--- src/hdl/sil_pkg.sv ---
`timescale 1ns / 1ps
// ----------------------------------------------------------------------------
// sil_pkg
// Shared types and constants of the serial image loader: channel payloads,
// configuration register indexes, reset values, parse phases and header characters.
// ----------------------------------------------------------------------------
package sil_pkg;

  // default maximum length of a header field in digits
  localparam int unsigned MaxDigitsDefault = 8;

  // configuration register reset values
  localparam logic [31:0] RegionStartRst  = 32'h0008_0000;
  localparam logic [31:0] RegionEndRst    = 32'h0010_0000;
  localparam logic [31:0] FallbackBaseRst = 32'h0060_0000;

  // configuration register indexes
  localparam int unsigned CfgIdxW = 2;
  typedef enum logic [CfgIdxW-1:0] {
    CfgRegionStart  = 2'd0,
    CfgRegionEnd    = 2'd1,
    CfgFallbackBase = 2'd2
  } cfg_idx_e;

  // parse phases
  localparam logic [1:0] PhAddr = 2'd0;
  localparam logic [1:0] PhSize = 2'd1;
  localparam logic [1:0] PhData = 2'd2;

  // header characters
  localparam logic [7:0] CharNewline = 8'h0A;
  localparam logic [7:0] CharZero    = 8'h30;
  localparam logic [7:0] CharNine    = 8'h39;
  localparam logic [7:0] CharLowerA  = 8'h61;
  localparam logic [7:0] CharLowerF  = 8'h66;
  localparam logic [7:0] CharUpperA  = 8'h41;
  localparam logic [7:0] CharUpperF  = 8'h46;

  // input transaction payload
  typedef struct packed {
    logic [7:0] rx_byte;
  } rx_item_t;

  // result transaction payload
  typedef struct packed {
    logic        echo_valid;
    logic [7:0]  echo_byte;
    logic        write_valid;
    logic [31:0] write_address;
    logic [7:0]  write_data;
    logic        jump_valid;
    logic [31:0] jump_address;
    logic        parse_error;
  } res_item_t;

endpackage

--- src/hdl/sil_out_reg.sv ---
`timescale 1ns / 1ps
// ----------------------------------------------------------------------------
// sil_out_reg
// Result register between the parser and the result channel. Frees its
// slot in the same cycle the held result is taken.
// ----------------------------------------------------------------------------
module sil_out_reg import sil_pkg::*; (
  input  logic      clk_i,
  input  logic      rst_ni,
  input  logic      load_i,
  input  res_item_t res_i,
  input  logic      ready_i,
  output logic      free_o,
  output logic      valid_o,
  output res_item_t res_o
);

  logic      valid_q;
  res_item_t res_q;

  // slot can take a new result when empty or being drained
  assign free_o  = !valid_q || ready_i;
  assign valid_o = valid_q;
  assign res_o   = res_q;

  // occupancy flag
  always_ff @(posedge clk_i or negedge rst_ni) begin
    if (!rst_ni) begin
      valid_q <= 1'b0;
    end else if (load_i) begin
      valid_q <= 1'b1;
    end else if (ready_i) begin
      valid_q <= 1'b0;
    end
  end

  // result payload
  always_ff @(posedge clk_i) begin
    if (load_i) begin
      res_q <= res_i;
    end
  end

endmodule

--- config.mk ---
export PLATFORM = sky130hd
export DESIGN_NAME = sil_out_reg
export DESIGN_NICKNAME = d
export VERILOG_FILES = /design/src/hdl/sil_pkg.sv /design/src/hdl/sil_out_reg.sv
export SDC_FILE = /design/constraint.sdc
export NUM_CORES = 1
export LEC_CHECK = 0
export BUFFER_PORTS_ARGS = -buffer_cell sky130_fd_sc_hd__buf_4
export CAP_MARGIN = 20
export CORE_MARGIN = 3
export CORE_UTILIZATION = 41
export DETAILED_ROUTE_END_ITERATION = 6
export PLACE_DENSITY = 0.79
export SLEW_MARGIN = 15
export SYNTH_ARGS = -nofsm -noshare
export SYNTH_HDL_FRONTEND = slang
export SYNTH_SLANG_ARGS = --single-unit
export TNS_END_PERCENT = 10
--- constraint.sdc ---
create_clock -name clk_i -period 0.9 [get_ports clk_i]
set_clock_uncertainty 0.2 [all_clocks]
set_input_delay 0.09 -clock clk_i [delete_from_list [all_inputs] [get_ports clk_i]]
set_output_delay 0.09 -clock clk_i [all_outputs]
set_load 0.01 [all_outputs]
# Yosys cells after proc, flatten, opt, wreduce, memory -nomap -nowiden

Index checks and enable logic that the tools add are counted.
Widths: inputs -> output; s select.

Reduce and logical (&&, ||, !) cells: 3
Muxes and demuxes: 2

Operators by type and width:

| kind              | count |
|---|---|
| $mux 1            | 2 |
| $reduce_bool 2->1 | 1 |
| $logic_not 1->1   | 1 |
| $logic_or 1x1->1  | 1 |

Register bits: 85
Output and inout port bits: 86
Word-level logic and storage cells: 14

# Logic depth before layout (Yosys ltp)

Gate-level depths: netlist (run 1).

Depth in word-level cells: 2
Gate-level depth with buffers: 2
Mapped depth without buffers: 2

# Worst setup path after synthesis (run 1)

Ideal clock, no wire load.

Path kind: register -> register
Start: register valid_o (netlist name)
End: register valid_q, in the netlist valid_o
Library setup time: 0.121 ns
Buffers on the path: 0
Clock period less this slack: 0.889 ns
Data arrival time: 0.568 ns
Required time: 0.579 ns
Setup slack: 0.011 ns
Stages on the path, launching flop included: 3
Cells stage by stage: dfrtp_1 > nand2b_4 > nand2b_2

RTL lines:

| item                 | RTL line          | RTL |
|---|---|---|
| to (signal assigned) | sil_out_reg.sv:29 | `valid_q <= 1'b0;` |
| to (signal assigned) | sil_out_reg.sv:31 | `valid_q <= 1'b1;` |
| to (signal assigned) | sil_out_reg.sv:33 | `valid_q <= 1'b0;` |
| to (decl)            | sil_out_reg.sv:18 | `logic valid_q;` |

# Worst setup path in the final report (run 1)

Start: register res_q (netlist bit res_o[25])
End: output res_o[25] (netlist name)

RTL lines:

| item                   | RTL line          | RTL |
|---|---|---|
| from (decl)            | sil_out_reg.sv:19 | `res_item_t res_q;` |
| from (signal assigned) | sil_out_reg.sv:40 | `res_q <= res_i;` |
| to (decl)              | sil_out_reg.sv:15 | `output res_item_t res_o` |

No word-level cell between the ends.

==> qor.yml, run 1 <==
rsz0062_at_grt: "yes"
cp_cell_sequence: "buf_6"
fin_crit_ns: 1.264
grt-ovfl-total: 0
r2r_cells: 3
synthCells: 87
cp_top_family: "flip-flops"
drc: 0
path_depth: 1
reg2reg_slack_ns: -0.09
clkLatencyLatePin_ns: 0.35
worstMarginPinSlew_ns: 0.1690
leakage_nw: 2.277
cellPowerDensity_nw_per_um2: 1678
synth_xor_area_frac: 0
path_buf_inv: 1
crit_arrival_ns: 0.97
syn2layout_area_growth_pct: 110.6
grt_pass1_vias: 2471
synthAdderAreaFrac: 0
wl_mm: 11.26
layout_commonest_cell: "buf_4"
drive_gt1_frac: 0.5353
clockRootBuffer: "clkbuf_8"
drtIter0Drc: 166
start_util: 0.4290
synth_seq_area_share: 0.9912
hold_slack_ns: -0.08243
timing.rr.end: "valid_o"
p_total_w: 0.009080
critical_path_required_ns: 0.61
grt.total_usage: 0.3138
antenna_found_initial: 0
rr_startpoint: "valid_o"
max-vdd-ir-drop_uv: 1459
place_ws_ns: -0.06368
final-setup-viol-count: 88
ant_nets: 0
netlist_area_um2: 2570
syn_area_per_cell_um2: 29.54
die_h_um: 85.17
period_share: 1.404
yosys.area_share.simple: 0.008763
rows: 28
ys_warn_count: 0
crit_type: "flip-flop to output pin"
globalplace.congestion: 0.7270
endpoint: "res_o[25]"
clk_transition_reported_paths_ns: 0.10
drv_slew: 0
drt_pre_antenna_iters: 4
ys_types: 4
holdBufCountCts: 86
grt_pass1_wl_mm: 15.99
fillCellCount: 196
crit_path_start: "res_o[25]"
grt_max_degree: 22
num_vias: 2159
design.core.area_um2: 5991
layout.cells.non_filler: 443
min_path_type: "input pin to flip-flop"
violations: "negative hold slack, negative setup slack"
clock_sinks: 85
outcome: "complete, but fails checks"
cp_max_fo: 1
synth_compound_area_frac: 0
htreeDepth: 3
dpl.hpwl_mm: 4.963
synth_seq_cells: 85
cts_tree: "done"
critPathMaxStageDelay_ns: 0.46
fin_ws_ns: -0.3636
numPortBuffers: 173
cts_made_buffers: 9
clockBufferDepth: 2
synth_top_family_by_area: "simple AND/OR/NAND/NOR gates"
cp_slowest_cell: "edfxtp_1"
maxSlewHeadroom: 0.8873
die_area_um2: 7254
seq_area_um2: 2547
nets: 452
synthMuxAreaShare: 0
fmax_ghz: 0.7914
die_x_um: 85.17
whs_path_depth: 4
final_cell_mix: "buf_4 (93), dlygate4sd3_1 (85), edfxtp_1 (84), buf_6 (83), clkbuf_8 (9)"
wl_per_cell_um: 25.41
startpoint_type: "flip-flop"
dp_cells: 341
maxCapViolCount: 0
finalHoldViolCount: 1
vias_per_cell: 4.874
crit_path_end_kind: "output pin"
syn-num-nets: 175
multiInputGateArea_um2: 22.52
diodes: 0
io_pins: 174
## worst min path at each step
stage          startpoint      end  slack, ns
6_report          ready_i  valid_o      -0.08
3_3_place_gp       rst_ni  valid_o      -0.33
5_1_grt           ready_i  valid_o      -0.09
3_5_place_dp       rst_ni  valid_o      -0.33
4_1_cts           ready_i  valid_o      -0.10
2_1_floorplan      rst_ni  valid_o      -0.41
## through the flow
| stage | hold slack (ns) | setup TNS [ns] | util | area [µm²] |
|---|---|---|---|---|
| final | -0.08243 | -25.79 | 0.9035 | 5413 |
| after global routing | -0.08877 | -28.65 | 0.9035 | 5413 |
| after floorplan | -0.4056 | 0 | - | 2570 |
| after CTS | -0.1011 | -23.51 | 0.8899 | 5331 |
| after detailed placement | -0.3338 | -4.331 | 0.6773 | 4058 |
| after global placement | -0.3342 | -4.214 | 0.6773 | 4058 |
## metal layers
| layer | track usage | vias to the layer above | wire, µm |
|---|---|---|---|
| met4 | 0.08633 | 0 | 213 |
| li1 | - | 906 | - |
| met3 | 0.09320 | 14 | 1130 |
| met2 | 0.5191 | 178 | 5879 |
| met1 | 0.4071 | 1061 | 4034 |
| met5 | 0 | - | 0 |
## report_power, final
group          internal (W)  switching, W  total [W]
Combinational       0.00106      0.000601    0.00166
Clock               0.00101       0.00151    0.00252
Sequential          0.00470      0.000197    0.00490
## sequential cells by signal (all words and copies together) (netlist names)
name,flops
res_o,84
valid_o,1
## kinds of logic (layout without fill, tap and decap cells)
group,count (synthesis),in the layout
buf+inv,0,281
flops,85,85
simple gates,2,2
## synthesized netlist by cell type, drive strengths merged
master | n | area [µm²]
edfxtp | 84 | 2522
dfrtp | 1 | 25.02
nand2b | 2 | 22.52
## layout make-up
cell class                      count  area share
Clock buffer                        9     0.02288
Clock inverter                      6    0.009015
Multi-Input combinational cell      2    0.004161
Sequential cell                    85      0.4706
Tap cell                           75     0.01734
Timing Repair Buffer              266      0.4760
## repair_timing
| action | CTS | global route |
|---|---|---|
| gates resized for setup | 62 | 22 |
| cloned | 0 | 0 |
| setup buffers | 1 | 0 |
| pin swaps | 0 | 0 |
| endpoints found under the hold margin | 90 | 1 |
| endpoints found under the setup margin | 86 | 88 |
No activity file was read; power rests on OpenSTA's default activity.
==> run 2: changes to the inputs <==
--- a/config.mk
+++ b/config.mk
@@ -11,6 +11,8 @@
 export CORE_UTILIZATION = 41
 export DETAILED_ROUTE_END_ITERATION = 6
 export PLACE_DENSITY = 0.79
+export RECOVER_POWER = 25
+export SETUP_SLACK_MARGIN = 0.05
 export SLEW_MARGIN = 15
 export SYNTH_ARGS = -nofsm -noshare
 export SYNTH_HDL_FRONTEND = slang
==> run 2 against run 1 <==
The run still ends with negative hold slack, negative setup slack left. Sequential cell count is the same. Critical path depth up 1. Hold slack worse by 0.080 ns. Wire length is 1.2% lower. Fmax decreased by 0.28%. Clock-buffer cell count is the same. Critical endpoint is now free_o.
==> qor.yml, run 2 (synthesis results as in run 1) <==
syn2layout_area_growth_pct: 109.7
diodes: 0
ant_nets: 0
cp_max_fo: 2
start_util: 0.4290
drv_slew: 0
antenna_found_initial: 0
fin_util: 0.8997
numPortBuffers: 173
grt_pass1_vias: 2534
hold_slack_ns: -0.1621
period_share: 1.408
rsz0062_at_grt: "yes"
startpoint_type: "flip-flop"
die_h_um: 85.17
violations: "negative hold slack, negative setup slack"
vias_per_cell: 4.925
max-vdd-ir-drop_uv: 1360
io_pins: 174
drc: 0
fmax_ghz: 0.7892
clockBufferDepth: 2
cellPowerDensity_nw_per_um2: 1677
num_vias: 2177
grt-ovfl-total: 0
layout_commonest_cell: "edfxtp_1"
largest_register_ffs: 84
fin_ws_ns: -0.3672
grt_pass1_wl_mm: 15.39
maxCapViolCount: 0
rows: 28
clk_transition_reported_paths_ns: 0.09
fin_crit_ns: 1.267
maxSlewHeadroom: 0.8113
leakage_nw: 2.364
min_path_type: "input pin to flip-flop"
outcome: "complete, but fails checks"
worstMarginPinSlew_ns: 0.2831
multiInputGateArea_um2: 22.52
crit_type: "flip-flop to output pin"
clock_sinks: 85
holdBufCountCts: 85
cts_made_buffers: 9
nets: 451
dpl.hpwl_mm: 4.963
finalHoldViolCount: 17
critical_path_required_ns: 0.61
htreeDepth: 3
design.core.area_um2: 5991
grt.total_usage: 0.3008
crit_path_end_kind: "output pin"
wl_per_cell_um: 25.17
clkLatencyLatePin_ns: 0.35
die_x_um: 85.17
clockRootBuffer: "clkbuf_8"
final_cell_mix: "edfxtp_1 (84), buf_6 (81), buf_4 (78), dlygate4sd3_1 (66), clkbuf_4 (17)"
crit_arrival_ns: 0.98
globalplace.congestion: 0.7270
wl_mm: 11.13
final-setup-viol-count: 87
cts_tree: "done"
die_area_um2: 7254
grt_max_degree: 22
fillCellCount: 188
seq_area_um2: 2547
drive_gt1_frac: 0.5341
drtIter0Drc: 199
drt_pre_antenna_iters: 4
[run 2: worst paths after layout]
path	depth (start not counted)	slack (ns)	from	end
worst max register to register	3	-0.11	valid_o	valid_o
worst min-delay path	2	-0.16	res_i[24]	res_o[24]
worst max-delay path	2	-0.37	valid_o	free_o
worst min register to register	3	0.53	valid_o	valid_o
min in group asynchronous	2	-0.13	rst_ni	valid_o
max in group asynchronous	2	0.54	rst_ni	valid_o
[run 2: critical path, stage by stage (launching register included)]
cell and delay [ns]:
dfrtp_1 0.43, nand2b_4 0.10, buf_6 0.10
[run 2: power by group]
part           switching [W]  total [W]  internal (W)
combinational       0.000592    0.00163       0.00104
clock                0.00151    0.00252       0.00101
sequential          0.000187    0.00489       0.00470
[run 2: layout make-up]
type,instances,share of cell area
tap,75,0.01741
multi-input combinational,2,0.004178
clock buffer,9,0.02298
sequential,85,0.4726
timing repair buffer,265,0.4738
clock inverter,6,0.009053
[run 2: per-stage QoR]
stage	TNS, ns	cells	area (µm²)	power, W	setup WS, ns
global placement	-4.214	341	4058	0.005924	-0.06100
finish	-25.50	442	5390	0.009042	-0.3672
floorplan	0	87	2570	0.005050	0.01109
global route	-28.76	442	5390	0.009313	-0.3996
CTS	-23.51	442	5321	0.008764	-0.3339
detailed placement	-4.331	341	4058	0.005955	-0.06368
[run 2: timing repair]
action,in CTS,in global routing
endpoints found under the hold margin,90,21
cloned,0,0
setup endpoints to repair,87,106
pin swaps,0,0
setup buffers,1,0
gates resized for setup,62,38
[run 2: per-layer routing]
layer,track usage,wire length (µm)
met1,0.3624,3970
met2,0.4986,5866
met3,0.09709,879
met4,0.1295,408
met5,0,0
