### src/hdl/sil_pkg.sv
`timescale 1ns / 1ps
// ----------------------------------------------------------------------------
// sil_pkg
// Shared types and constants of the serial image loader: channel payloads,
// configuration register indexes, reset values, parse phases and header characters.
// ----------------------------------------------------------------------------
package sil_pkg;

  // default maximum length of a header field in digits
  localparam int unsigned MaxDigitsDefault = 8;

  // configuration register reset values
  localparam logic [31:0] RegionStartRst  = 32'h0008_0000;
  localparam logic [31:0] RegionEndRst    = 32'h0010_0000;
  localparam logic [31:0] FallbackBaseRst = 32'h0060_0000;

  // configuration register indexes
  localparam int unsigned CfgIdxW = 2;
  typedef enum logic [CfgIdxW-1:0] {
    CfgRegionStart  = 2'd0,
    CfgRegionEnd    = 2'd1,
    CfgFallbackBase = 2'd2
  } cfg_idx_e;

  // parse phases
  localparam logic [1:0] PhAddr = 2'd0;
  localparam logic [1:0] PhSize = 2'd1;
  localparam logic [1:0] PhData = 2'd2;

  // header characters
  localparam logic [7:0] CharNewline = 8'h0A;
  localparam logic [7:0] CharZero    = 8'h30;
  localparam logic [7:0] CharNine    = 8'h39;
  localparam logic [7:0] CharLowerA  = 8'h61;
  localparam logic [7:0] CharLowerF  = 8'h66;
  localparam logic [7:0] CharUpperA  = 8'h41;
  localparam logic [7:0] CharUpperF  = 8'h46;

  // input transaction payload
  typedef struct packed {
    logic [7:0] rx_byte;
  } rx_item_t;

  // result transaction payload
  typedef struct packed {
    logic        echo_valid;
    logic [7:0]  echo_byte;
    logic        write_valid;
    logic [31:0] write_address;
    logic [7:0]  write_data;
    logic        jump_valid;
    logic [31:0] jump_address;
    logic        parse_error;
  } res_item_t;

endpackage

### src/hdl/sil_core.sv
`timescale 1ns / 1ps
// ----------------------------------------------------------------------------
// sil_core
// Header parser, overlap check and image write sequencer. Computes the
// result of one received byte and advances the loader state on each
// accepted transaction.
// ----------------------------------------------------------------------------
module sil_core import sil_pkg::*; #(
  parameter int unsigned MaxDigits = MaxDigitsDefault
) (
  input  logic               clk_i,
  input  logic               rst_ni,
  input  logic               cfg_we_i,
  input  logic [CfgIdxW-1:0] cfg_idx_i,
  input  logic [31:0]        cfg_data_i,
  input  logic               take_i,
  input  logic [7:0]         rx_byte_i,
  output res_item_t          res_o
);

  localparam logic [3:0] MaxCnt = 4'(MaxDigits);

  // configuration registers
  logic [31:0] region_start_q, region_end_q, fallback_base_q;

  // loader state
  logic [1:0]  phase_q, phase_d;
  logic [3:0]  digit_cnt_q, digit_cnt_d;
  logic [31:0] addr_acc_q, addr_acc_d;
  logic [26:0] size_acc_q, size_acc_d;
  logic [31:0] load_base_q, load_base_d;
  logic [31:0] wr_ptr_q, wr_ptr_d;
  logic [26:0] remain_q, remain_d;

  // character classification
  logic        is_nl, is_dec, is_hex;
  logic [3:0]  hex_val;
  logic [3:0]  cnt_inc;
  logic [26:0] size_next, size_fin;
  logic [32:0] end_addr;
  logic        start_in, end_in;
  logic [31:0] base_sel;
  logic [26:0] remain_dec;

  assign is_nl   = (rx_byte_i == CharNewline);
  assign is_dec  = (rx_byte_i >= CharZero) && (rx_byte_i <= CharNine);
  assign is_hex  = is_dec ||
                   ((rx_byte_i >= CharLowerA) && (rx_byte_i <= CharLowerF)) ||
                   ((rx_byte_i >= CharUpperA) && (rx_byte_i <= CharUpperF));
  assign hex_val = is_dec ? rx_byte_i[3:0] : rx_byte_i[3:0] + 4'd9;
  assign cnt_inc = digit_cnt_q + 4'd1;

  // size times ten plus the new decimal digit
  assign size_next = {size_acc_q[23:0], 3'b000} + {size_acc_q[25:0], 1'b0}
                   + {23'd0, rx_byte_i[3:0]};
  assign size_fin  = is_nl ? size_acc_q : size_next;

  // overlap check on start and unwrapped end address
  assign end_addr = {1'b0, addr_acc_q} + {6'd0, size_fin};
  assign start_in = (addr_acc_q >= region_start_q) && (addr_acc_q <= region_end_q);
  assign end_in   = (end_addr >= {1'b0, region_start_q}) &&
                    (end_addr <= {1'b0, region_end_q});
  assign base_sel = (start_in || end_in) ? fallback_base_q : addr_acc_q;

  assign remain_dec = remain_q - 27'd1;

  // next state and result of the current byte
  always_comb begin
    phase_d     = phase_q;
    digit_cnt_d = digit_cnt_q;
    addr_acc_d  = addr_acc_q;
    size_acc_d  = size_acc_q;
    load_base_d = load_base_q;
    wr_ptr_d    = wr_ptr_q;
    remain_d    = remain_q;
    res_o       = '0;

    unique case (phase_q)
      PhData: begin
        res_o.write_valid   = 1'b1;
        res_o.write_address = wr_ptr_q;
        res_o.write_data    = rx_byte_i;
        wr_ptr_d            = wr_ptr_q + 32'd1;
        remain_d            = remain_dec;
        if (remain_dec == '0) begin
          res_o.jump_valid   = 1'b1;
          res_o.jump_address = load_base_q;
          phase_d            = PhAddr;
          digit_cnt_d        = '0;
          addr_acc_d         = '0;
          size_acc_d         = '0;
        end
      end
      PhSize: begin
        res_o.echo_valid = 1'b1;
        res_o.echo_byte  = rx_byte_i;
        if (!is_nl && !is_dec) begin
          // bad character, restart the header
          res_o.parse_error = 1'b1;
          phase_d           = PhAddr;
          digit_cnt_d       = '0;
          addr_acc_d        = '0;
          size_acc_d        = '0;
        end else begin
          if (is_dec) begin
            size_acc_d  = size_next;
            digit_cnt_d = cnt_inc;
          end
          if (is_nl || (cnt_inc >= MaxCnt)) begin
            load_base_d = base_sel;
            wr_ptr_d    = base_sel;
            remain_d    = size_fin;
            if (size_fin == '0) begin
              // empty image jumps at once
              res_o.jump_valid   = 1'b1;
              res_o.jump_address = base_sel;
              phase_d            = PhAddr;
              digit_cnt_d        = '0;
              addr_acc_d         = '0;
              size_acc_d         = '0;
            end else begin
              phase_d     = PhData;
              digit_cnt_d = '0;
            end
          end
        end
      end
      default: begin
        // address phase, also the unused phase code
        res_o.echo_valid = 1'b1;
        res_o.echo_byte  = rx_byte_i;
        if (is_nl) begin
          phase_d     = PhSize;
          digit_cnt_d = '0;
          size_acc_d  = '0;
        end else if (!is_hex) begin
          res_o.parse_error = 1'b1;
          phase_d           = PhAddr;
          digit_cnt_d       = '0;
          addr_acc_d        = '0;
          size_acc_d        = '0;
        end else begin
          phase_d     = PhAddr;
          addr_acc_d  = {addr_acc_q[27:0], hex_val};
          digit_cnt_d = cnt_inc;
          if (cnt_inc >= MaxCnt) begin
            phase_d     = PhSize;
            digit_cnt_d = '0;
            size_acc_d  = '0;
          end
        end
      end
    endcase
  end

  // loader state registers
  always_ff @(posedge clk_i or negedge rst_ni) begin
    if (!rst_ni) begin
      phase_q     <= PhAddr;
      digit_cnt_q <= '0;
      addr_acc_q  <= '0;
      size_acc_q  <= '0;
      load_base_q <= '0;
      wr_ptr_q    <= '0;
      remain_q    <= '0;
    end else if (take_i) begin
      phase_q     <= phase_d;
      digit_cnt_q <= digit_cnt_d;
      addr_acc_q  <= addr_acc_d;
      size_acc_q  <= size_acc_d;
      load_base_q <= load_base_d;
      wr_ptr_q    <= wr_ptr_d;
      remain_q    <= remain_d;
    end
  end

  // configuration register writes
  always_ff @(posedge clk_i or negedge rst_ni) begin
    if (!rst_ni) begin
      region_start_q  <= RegionStartRst;
      region_end_q    <= RegionEndRst;
      fallback_base_q <= FallbackBaseRst;
    end else if (cfg_we_i) begin
      unique case (cfg_idx_i)
        CfgRegionStart:  region_start_q  <= cfg_data_i;
        CfgRegionEnd:    region_end_q    <= cfg_data_i;
        CfgFallbackBase: fallback_base_q <= cfg_data_i;
        default: ;
      endcase
    end
  end

endmodule

### config.mk
export PLATFORM = sky130hd
export DESIGN_NAME = sil_core
export DESIGN_NICKNAME = d
export VERILOG_FILES = /design/src/hdl/sil_pkg.sv /design/src/hdl/sil_core.sv
export SDC_FILE = /design/constraint.sdc
export NUM_CORES = 1
export LEC_CHECK = 0
export ABC_AREA = 1
export ABC_CLOCK_PERIOD_IN_PS = 8600
export BUFFER_PORTS_ARGS = -buffer_cell sky130_fd_sc_hd__buf_2
export CAP_MARGIN = 30
export CORE_ASPECT_RATIO = 1.5
export CORE_UTILIZATION = 45
export DETAILED_ROUTE_END_ITERATION = 6
export GPL_ROUTABILITY_DRIVEN = 0
export PLACE_DENSITY = 0.62
export SLEW_MARGIN = 20
export SYNTH_ARGS = -nofsm -noshare
export SYNTH_HDL_FRONTEND = slang
export SYNTH_SLANG_ARGS = --single-unit
### constraint.sdc
create_clock -name clk_i -period 8.6 [get_ports clk_i]
set_input_delay 1.29 -clock clk_i [delete_from_list [all_inputs] [get_ports clk_i]]
set_output_delay 1.29 -clock clk_i [all_outputs]
set_load 0.05 [all_outputs]
# [Word-level counts from Yosys, hierarchy flattened]
# Cells that the tools add are included.
[totals] reg_bits=252 input_bits=46 wordCells=119
[classes] addsub=7 order_cmp=11 n_eq_ne=13 n_mux=52 n_bitwise=1 reduce_logical=25
[ops] operator="$mux W27" n=11
[ops] operator="$mux W32" n=9
[ops] operator="$mux W33" n=4
[ops] operator="$pmux W32 S2" n=2
[ops] operator="$pmux W27 S2" n=2
[ops] operator="$pmux W33 S2" n=1
[ops] operator="$logic_not A27 Y1" n=2
[ops] operator="$mux W41" n=1
[ops] operator="$add A32 B27 Y33" n=1
[ops] operator="$ge A33 B32 Y1" n=1
[ops] operator="$le A33 B32 Y1" n=1
[ops] operator="$add A32 B1 Y32 const B" n=1
[ops] operator="$ge A32 B32 Y1" n=1
[ops] operator="$le A32 B32 Y1" n=1
[ops] operator="$mux W4" n=8
[ops] operator="$add A27 B27 Y27" n=1
[ops] operator="$add A27 B4 Y27" n=1
[ops] operator="$sub A27 B1 Y27 const B" n=1
[ops] operator="$ge A8 B7 Y1 const B" n=2
[ops] operator="$le A8 B7 Y1 const B" n=2
[ops] operator="$mux W9" n=1
[ops] operator="$reduce_and A3 Y1" n=3
[ops] operator="$eq A8 B4 Y1 const B" n=1
[ops] operator="$ge A8 B6 Y1 const B" n=1
[ops] operator="other kinds (25)" n=50

# [Logic depth before layout (Yosys ltp)]
# Gate-level depths: netlist of run 1.
[depth] word_depth=12 mapped_depth=48 depth_no_buf=47

# [Worst setup path after synthesis of run 1]
# Ideal clock, no wire load.
[synth_timing] path_kind="input -> output" start="input port rx_byte_i[3]" end="output port res_o[9] (netlist name)" arrival_ns=7.020 required_time_ns=7.310 setup_slack_ns=0.290 path_stages=42 n_path_buf=1 path_cell_list="inv_1 fa_1 fa_1 nand3b_1 nand2_2 nand2_2 nand3_1 nand3_1 nand2_1 inv_1 ha_1 a21oi_1 o21ai_0 o21bai_1 a31oi_1 o21ai_1 a21oi_1 o21ai_1 [... 6 more ...] nor2_1 nand2_1 nor4_1 nand2_1 nand2_1 nand2_1 nand2_1 nand2_1 nand2_1 nand2_1 nand2_1 nand2_2 buf_2 nand3_1 nand3_1 nor2_1 nor2_1 nor2_1"
[synth_lines] element="from (decl)" line_no="sil_core.sv:17" text="input logic [7:0] rx_byte_i,"
[synth_lines] element="to (decl)" line_no="sil_core.sv:18" text="output res_item_t res_o"

==> results of run 1 <==
[cells in the mapped netlist, types with 10 or more instances]
cell type and count:
nand2_1 689, inv_1 441, nor2_1 327, o21ai_0 254, dfrtp_1 248, ha_1 214, nand3_1 184, a21oi_1 136
clkbuf_1 74, xor2_1 51, nand2_2 46, o21ai_2 46, nand4_1 38, nor3_1 38, a31oi_1 30, o21ai_1 20
xnor2_1 17, buf_2 15, nor2_2 12, o22ai_1 12, buf_6 11, inv_2 10, nor4_1 10
[final cells by class]
cell class | instances | area share [%]
Multi-Input combinational cell | 2222 | 51.2
Clock inverter | 19 | 1.42
Tap cell | 588 | 2.80
Inverter | 455 | 6.51
Clock buffer | 33 | 2.89
Timing Repair Buffer | 378 | 11.2
Sequential cell | 252 | 24.0
[how the worst max path moves through the flow]
| stage | from | to | slack (ps) |
|---|---|---|---|
| floorplan | rx_byte_i[3] | res_o[9] | 290 |
| global placement | rx_byte_i[3] | res_o[2] | -280 |
| detailed placement | rx_byte_i[3] | res_o[2] | -350 |
| CTS | rx_byte_i[2] | res_o[10] | 0.3 |
| global route | rx_byte_i[3] | res_o[29] | -140 |
| finish | rx_byte_i[3] | res_o[3] | 200 |
[power breakdown]
group	total, mW	internal [mW]	leakage (nW)	switching (mW)
combinational	0.754	0.260	9.66	0.494
sequential	1.48	1.34	3.24	0.143
clock	1.49	0.911	0.544	0.579
total	3.72	2.51	13.4	1.22
[registers in the layout, summed over array words and instances (netlist names)]
register / cells
remain_q: 27
wr_ptr_q: 32
addr_acc_q: 32
region_start_q: 32
load_base_q: 32
phase_q: 2
fallback_base_q: 32
region_end_q: 32
size_acc_q: 27
digit_cnt_q: 4
[stage by stage]
step | cell area (µm²) | cells | power (mW)
detailed placement | 23600 | 3865 | 2.22
global route | 26300 | 3947 | 3.90
global placement | 23500 | 3860 | 2.19
floorplan | 20900 | 3032 | 1.96
CTS | 25200 | 3924 | 3.71
finish | 26300 | 3947 | 3.72
[placed cells by master (no fill, tap or decap), drive strengths merged, types with 36 or more instances in the layout]
cell and instances:
nand2 736, inv 454, buf 375, nor2 341, o21ai 320, dfrtp 248
ha 214, nand3 190, a21oi 141, xor2 51, nand4 39, nor3 39
clkbuf 36
[worst reg2reg max path, delay by kind of cell (launching register included)]
family	cells	cell delay, ps
fa+ha+maj	4	1360
compound gates	7	1180
buf+inv	9	1230
simple gates	15	1790
flops	1	410
xor+xnor	1	190
[cells by family (layout without fill, tap and decap cells)]
family	after synthesis	count (layout)	synth area share [%]
adder cells (fa/ha/maj)	217	217	13.1
flip-flops	252	252	30.1
multiplexers	1	1	0.0478
XOR/XNOR	68	68	2.85
AO/OA/AOI/OAI	561	561	15.4
AND/OR/NAND/NOR	1375	1375	28.0
buffers and inverters	558	885	10.5
[repair_timing]
action,CTS,global route
gates cloned,1,3
endpoints found under the setup margin,32,32
resized for setup,98,198
pin swaps,21,93
hold buffers,0,0
setup buffers,6,19
[metal layers]
metal	vias up	wire length (µm)	GRT usage, %
li1	10500	-	-
met1	10200	28500	36.1
met2	722	36500	52.3
met3	181	3480	2.91
met4	0	4460	16.8
met5	-	0	0
==> metrics.md, run 1 <==
| Metric | Value |
|---|---|
| Power density over cell area | `142 nW/µm²` |
| GR Util All Layers | `30.1%` |
| Clock Latency Late Sink | `620 ps` |
| Share of the synthesized area in the top cell type | `29.6%` |
| Multi-input logic area | `13500 µm²` |
| Outcome | `complete, no violations` |
| Share of cells above drive strength 1 | `23.0%` |
| Req. time, crit path | `7310 ps` |
| Clock sinks | `252` |
| Ports | `130` |
| Yosys reg bits | `252` |
| Hold Path Class | `reg2reg` |
| Pin count of the biggest net entering global routing | `105` |
| Wirelength, routed | `73000 µm` |
| Slew Limit Fails | `0` |
| Peak supply drop | `0.153 mV` |
| Cell variety after synth | `61` |
| Post-synth top flop | `dfrtp_1` |
| Crit end category | `output port` |
| Largest cells by area after synthesis | `dfrtp_1 (30%), ha_1 (13%), nand2_1 (12%)` |
| Worst slack, placed | `-347 ps` |
| Via Count | `21600` |
| N_diodes | `0` |
| Hold Path End | `fallback_base_q[29]$_DFFE_PN0P_` |
| EDFF count, synth | `0` |
| Port buffer count | `129` |
| FP Rows | `96` |
| Setup TNS Final | `0 ps` |
| Worst R2R End | `wr_ptr_q[23]$_DFFE_PN0P_` |
| Layout Skew | `53.1 ps` |
| Worst Hold Launch | `fallback_base_q[29]$_DFFE_PN0P_` |
| Total CTS buffers | `28` |
| Worst path max stage delay | `460 ps` |
| Worst Tran Pin Value | `1130 ps` |
| # nets final | `3600` |
| Clock transition at path regs | `60 ps` |
| Mapped Cells | `3032` |
| Antenna-violating nets left | `0` |
| Final worst path period share | `97.7%` |
| Mean Syn Cell Area | `6.90 µm²` |
| Die width | `178 µm` |
| CP max FO | `7` |
| Fin util | `57.3%` |
| Async set-reset flop share out of synthesis | `100%` |
| Synthesis Warnings | `0` |
| Yosys top cell by area | `dfrtp_1` |
| RSZ-0062 raised after global routing | `true` |
| Core Area | `45900 µm²` |
| CP Launch Type | `input port` |
| Htree depth | `1` |
| Cell count along the critical path | `38` |
| Hold Worst Slack | `484 ps` |
| # fillers | `4333` |
| Setup slack, reg-to-reg | `2410 ps` |
| First-pass detailed-route iteration total | `7` |
| Hpwl dp | `55000 µm` |
| Number of global-route vias before repair | `20400` |
| Buf/Inv on CP | `9` |
| Vias per Instance | `5.48` |
| Seq/Total Area, Yosys | `30.1%` |
| Post-Syn Area | `20900 µm²` |
| CTS tree | `done` |
| Worst R2R Start | `size_acc_q[2]$_DFFE_PN0P_` |
| Worst hold path stage count | `2` |
| First-pass GRT wire length | `110000 µm` |
| Syn-to-layout area delta | `25.6%` |
| Final hold vios | `0` |
| Register Area | `6310 µm²` |
| Slew Limit Headroom | `23.8%` |
| Initial Util | `45.6%` |
| Final-report setup violation count | `0` |
| Final setup margin | `195 ps` |
| Cell family with most CP delay | `simple AND/OR/NAND/NOR gates` |
| Root Buffer | `clkbuf_16` |
| Post-synth net total | `3295` |
| CP Class | `in2out` |
| Max-cap violation count | `0` |
| Critical Path AT | `7110 ps` |
| Post-layout min period | `8400 ps` |
| Clk buf depth | `3` |
| DR WL/cell | `18.5 µm` |
| DIE HEIGHT | `266 µm` |
| Reg2reg path depth | `36` |
| Total grt overflow | `0` |
| Remaining DRCs | `0` |
| Initial DRC Count | `1741` |
| Critical-path cell with the highest stage delay | `fa_2` |
| Leakage | `13.4 nW` |
| Die area | `47400 µm²` |
| Initial antenna violation count | `0` |
| Achievable Freq | `119 MHz` |
(Power assumes the default switching activity.)
==> run 2, diff against run 1 <==
CORE_ASPECT_RATIO = default   (was 1.5)
==> run 2 against run 1 <==
  * Non-clock buffer count increased by 3
  * First-iteration DRC count up 6.2%
  * Count of clock-buffer cells in the layout is 7 higher
  * Design area is 1.0% higher
  * Largest cell class unchanged
==> metrics.md, run 2 (synthesized netlist as in run 1, its figures left out) <==
| Metric | Value |
|---|---|
| Outcome | `complete, no violations` |
| Slew Limit Fails | `0 (unchanged)` |
| Post-route insts no fill | `3964 (+0.43%)` |
| CTS tree | `done` |
| N_diodes | `0 (unchanged)` |
| CP max FO | `6 (-1)` |
| Worst R2R Start | `size_acc_q[2]$_DFFE_PN0P_` |
| Cell family with most CP delay | `simple AND/OR/NAND/NOR gates` |
| # fillers | `4243 (-2.1%)` |
| Final worst path period share | `99.2% (+1.4 points)` |
| Achievable Freq | `117 MHz (-1.5%)` |
| CP Class | `in2out` |
| Power density over cell area | `137 nW/µm² (-2.9%)` |
| FP Rows | `78 (-19%)` |
| Port buffer count | `129 (unchanged)` |
| Share of cells above drive strength 1 | `24.4% (+1.4 points)` |
| Finished layout cell area | `26600 µm² (+1.0%)` |
| Leakage | `13.5 nW (about the same)` |
| Multi-input logic area | `13800 µm² (+2.3%)` |
| Req. time, crit path | `7310 ps (about the same)` |
| Pin count of the biggest net entering global routing | `151 (+44%)` |
| Wirelength, routed | `71400 µm (-2.2%)` |
| Final-report setup violation count | `0 (unchanged)` |
| Register Area | `6310 µm² (unchanged)` |
| Final Power | `3.65 mW (-1.9%)` |
| Layout Skew | `25.9 ps (-27.2 ps)` |
| Die width | `218 µm (+22%)` |
| Peak supply drop | `0.129 mV (-16%)` |
| Initial DRC Count | `1849 (+6.2%)` |
| Remaining DRCs | `0 (unchanged)` |
| Antenna-violating nets left | `0 (unchanged)` |
| DIE HEIGHT | `218 µm (-18%)` |
| Max-cap violation count | `0 (unchanged)` |
| Worst path max stage delay | `470 ps (about the same)` |
| Htree depth | `1 (unchanged)` |
| Slew Limit Headroom | `34.4% (+11 points)` |
| Clock transition at path regs | `60 ps (about the same)` |
| Reg2reg path depth | `40 (+11%)` |
| First-pass GRT wire length | `109000 µm (-1.1%)` |
| Core Area | `45700 µm² (-0.46%)` |
| # nets final | `3605 (+0.14%)` |
| RSZ-0062 raised after global routing | `true` |
| First-pass detailed-route iteration total | `5 (-2)` |
| Die area | `47400 µm² (about the same)` |
| Crit path from | `rx_byte_i[3]` |
| CP Capture Point | `res_o[15]` |
| Inst Count DP | `3872 (+0.18%)` |
| Via Count | `21700 (+0.34%)` |
| Commonest non-fill, non-tap cell in the layout | `nand2_1` |
| Most frequent cells in the layout | `nand2_1 (635), inv_1 (419), nor2_1 (300)` |
| Number of global-route vias before repair | `20100 (-1.2%)` |
| Clock Latency Late Sink | `590 ps (-30 ps)` |
| GR Util All Layers | `29.0% (-1.1 points)` |
| Clock sinks | `252 (unchanged)` |
| Initial Util | `45.8% (+0.21 points)` |
| Initial antenna violation count | `0 (unchanged)` |
| Total CTS buffers | `30 (+7.1%)` |
| Critical-path cell with the highest stage delay | `fa_2` |
| Worst Tran Pin Value | `983 ps (-144 ps)` |
| Most frequent cell on the critical path | `nand2_2` |
| DR WL/cell | `18.0 µm (-2.6%)` |
| Hold Path Class | `reg2reg` |
| Total grt overflow | `0 (unchanged)` |
| Crit end category | `output port` |
| Fin util | `58.1% (+0.86 points)` |
| CP Launch Type | `input port` |
| Vias per Instance | `5.47 (about the same)` |
| Clk buf depth | `3 (unchanged)` |
| Critical Path AT | `7240 ps (+130 ps)` |
| Ports | `130 (unchanged)` |
| Setup slack, reg-to-reg | `2240 ps (-170 ps)` |
| Post-layout min period | `8530 ps (+124 ps)` |
| Cell count along the critical path | `42 (+11%)` |
| Worst R2R End | `wr_ptr_q[31]$_DFFE_PN0P_` |
| Buf/Inv on CP | `9 (unchanged)` |
| Final hold vios | `0 (unchanged)` |
| Hpwl dp | `52600 µm (-4.3%)` |
| Placed cell areas | `23500 µm² (-0.34%)` |
| Syn-to-layout area delta | `26.9%` |
| Post-CTS Hold Fix Bufs | `0 (unchanged)` |
| Root Buffer | `clkbuf_16` |
-- run 2: changes by cell type in the layout (fill, tap and decap cells not counted), moves of 5 or more --
cell,previous run,this run
inv_2,24,31
ha_1,190,184
nand3_2,43,53
nand2_2,84,91
inv_1,426,419
nand3_1,145,134
nor2_2,38,33
ha_4,21,28
xor2_1,47,41
buf_6,32,41
nand2_1,643,635
-- run 2: power by group --
group | leakage [nW] | internal, mW | switching [mW] | total, mW
Clock | 0.514 | 0.848 | 0.551 | 1.40
Combinational | 9.70 | 0.268 | 0.499 | 0.767
Sequential | 3.24 | 1.34 | 0.148 | 1.48
Total | 13.5 | 2.45 | 1.20 | 3.65
-- run 2: worst min-delay path by stage --
stage,start,end,slack [ps],depth (start not counted)
2_1_floorplan,fallback_base_q[0]$_DFFE_PN0P_,fallback_base_q[0]$_DFFE_PN0P_,450,2
3_3_place_gp,load_base_q[2]$_DFFE_PN0P_,load_base_q[2]$_DFFE_PN0P_,470,2
3_5_place_dp,load_base_q[2]$_DFFE_PN0P_,load_base_q[2]$_DFFE_PN0P_,470,2
4_1_cts,region_start_q[14]$_DFFE_PN0P_,region_start_q[14]$_DFFE_PN0P_,490,2
5_1_grt,region_start_q[14]$_DFFE_PN0P_,region_start_q[14]$_DFFE_PN0P_,510,2
6_report,load_base_q[2]$_DFFE_PN0P_,load_base_q[2]$_DFFE_PN0P_,480,2
-- run 2: tightest hold or removal path, stage by stage, from the launching register on --
cell and delay (ps):
dfrtp_1 340, nand2_1 50, o21ai_0 60
-- run 2: per-layer routing --
layer,vias up,GRT usage (%),part of all wire [%]
met5,-,0,0
met3,145,5.12,7.5
met2,806,45.4,45
met1,10300,40.6,44
met4,0,8.73,3.3
li1,10500,-,-
-- run 2: layout make-up --
class | instances | area share (%)
Multi-Input combinational cell | 2222 | 51.8
Clock buffer | 40 | 3.24
Sequential cell | 252 | 23.8
Clock inverter | 14 | 0.787
Tap cell | 600 | 2.83
Inverter | 455 | 6.45
Timing Repair Buffer | 381 | 11.1
-- run 2: repair_timing --
item / in CTS / in global routing
pin swaps: 11 / 124
setup endpoints to repair: 32 / 32
setup buffers: 7 / 24
hold endpoints to repair: 0 / 0
resized for setup: 64 / 307
gates cloned: 1 / 5
-- run 2: metrics by stage --
step	setup WS [ps]	TNS [ps]	hold slack [ps]
floorplan	290	0	453
global placement	-206	-5440	467
detailed placement	-321	-8490	473
CTS	4.83	0	488
global route	-273	-7770	507
finish	71.4	0	483
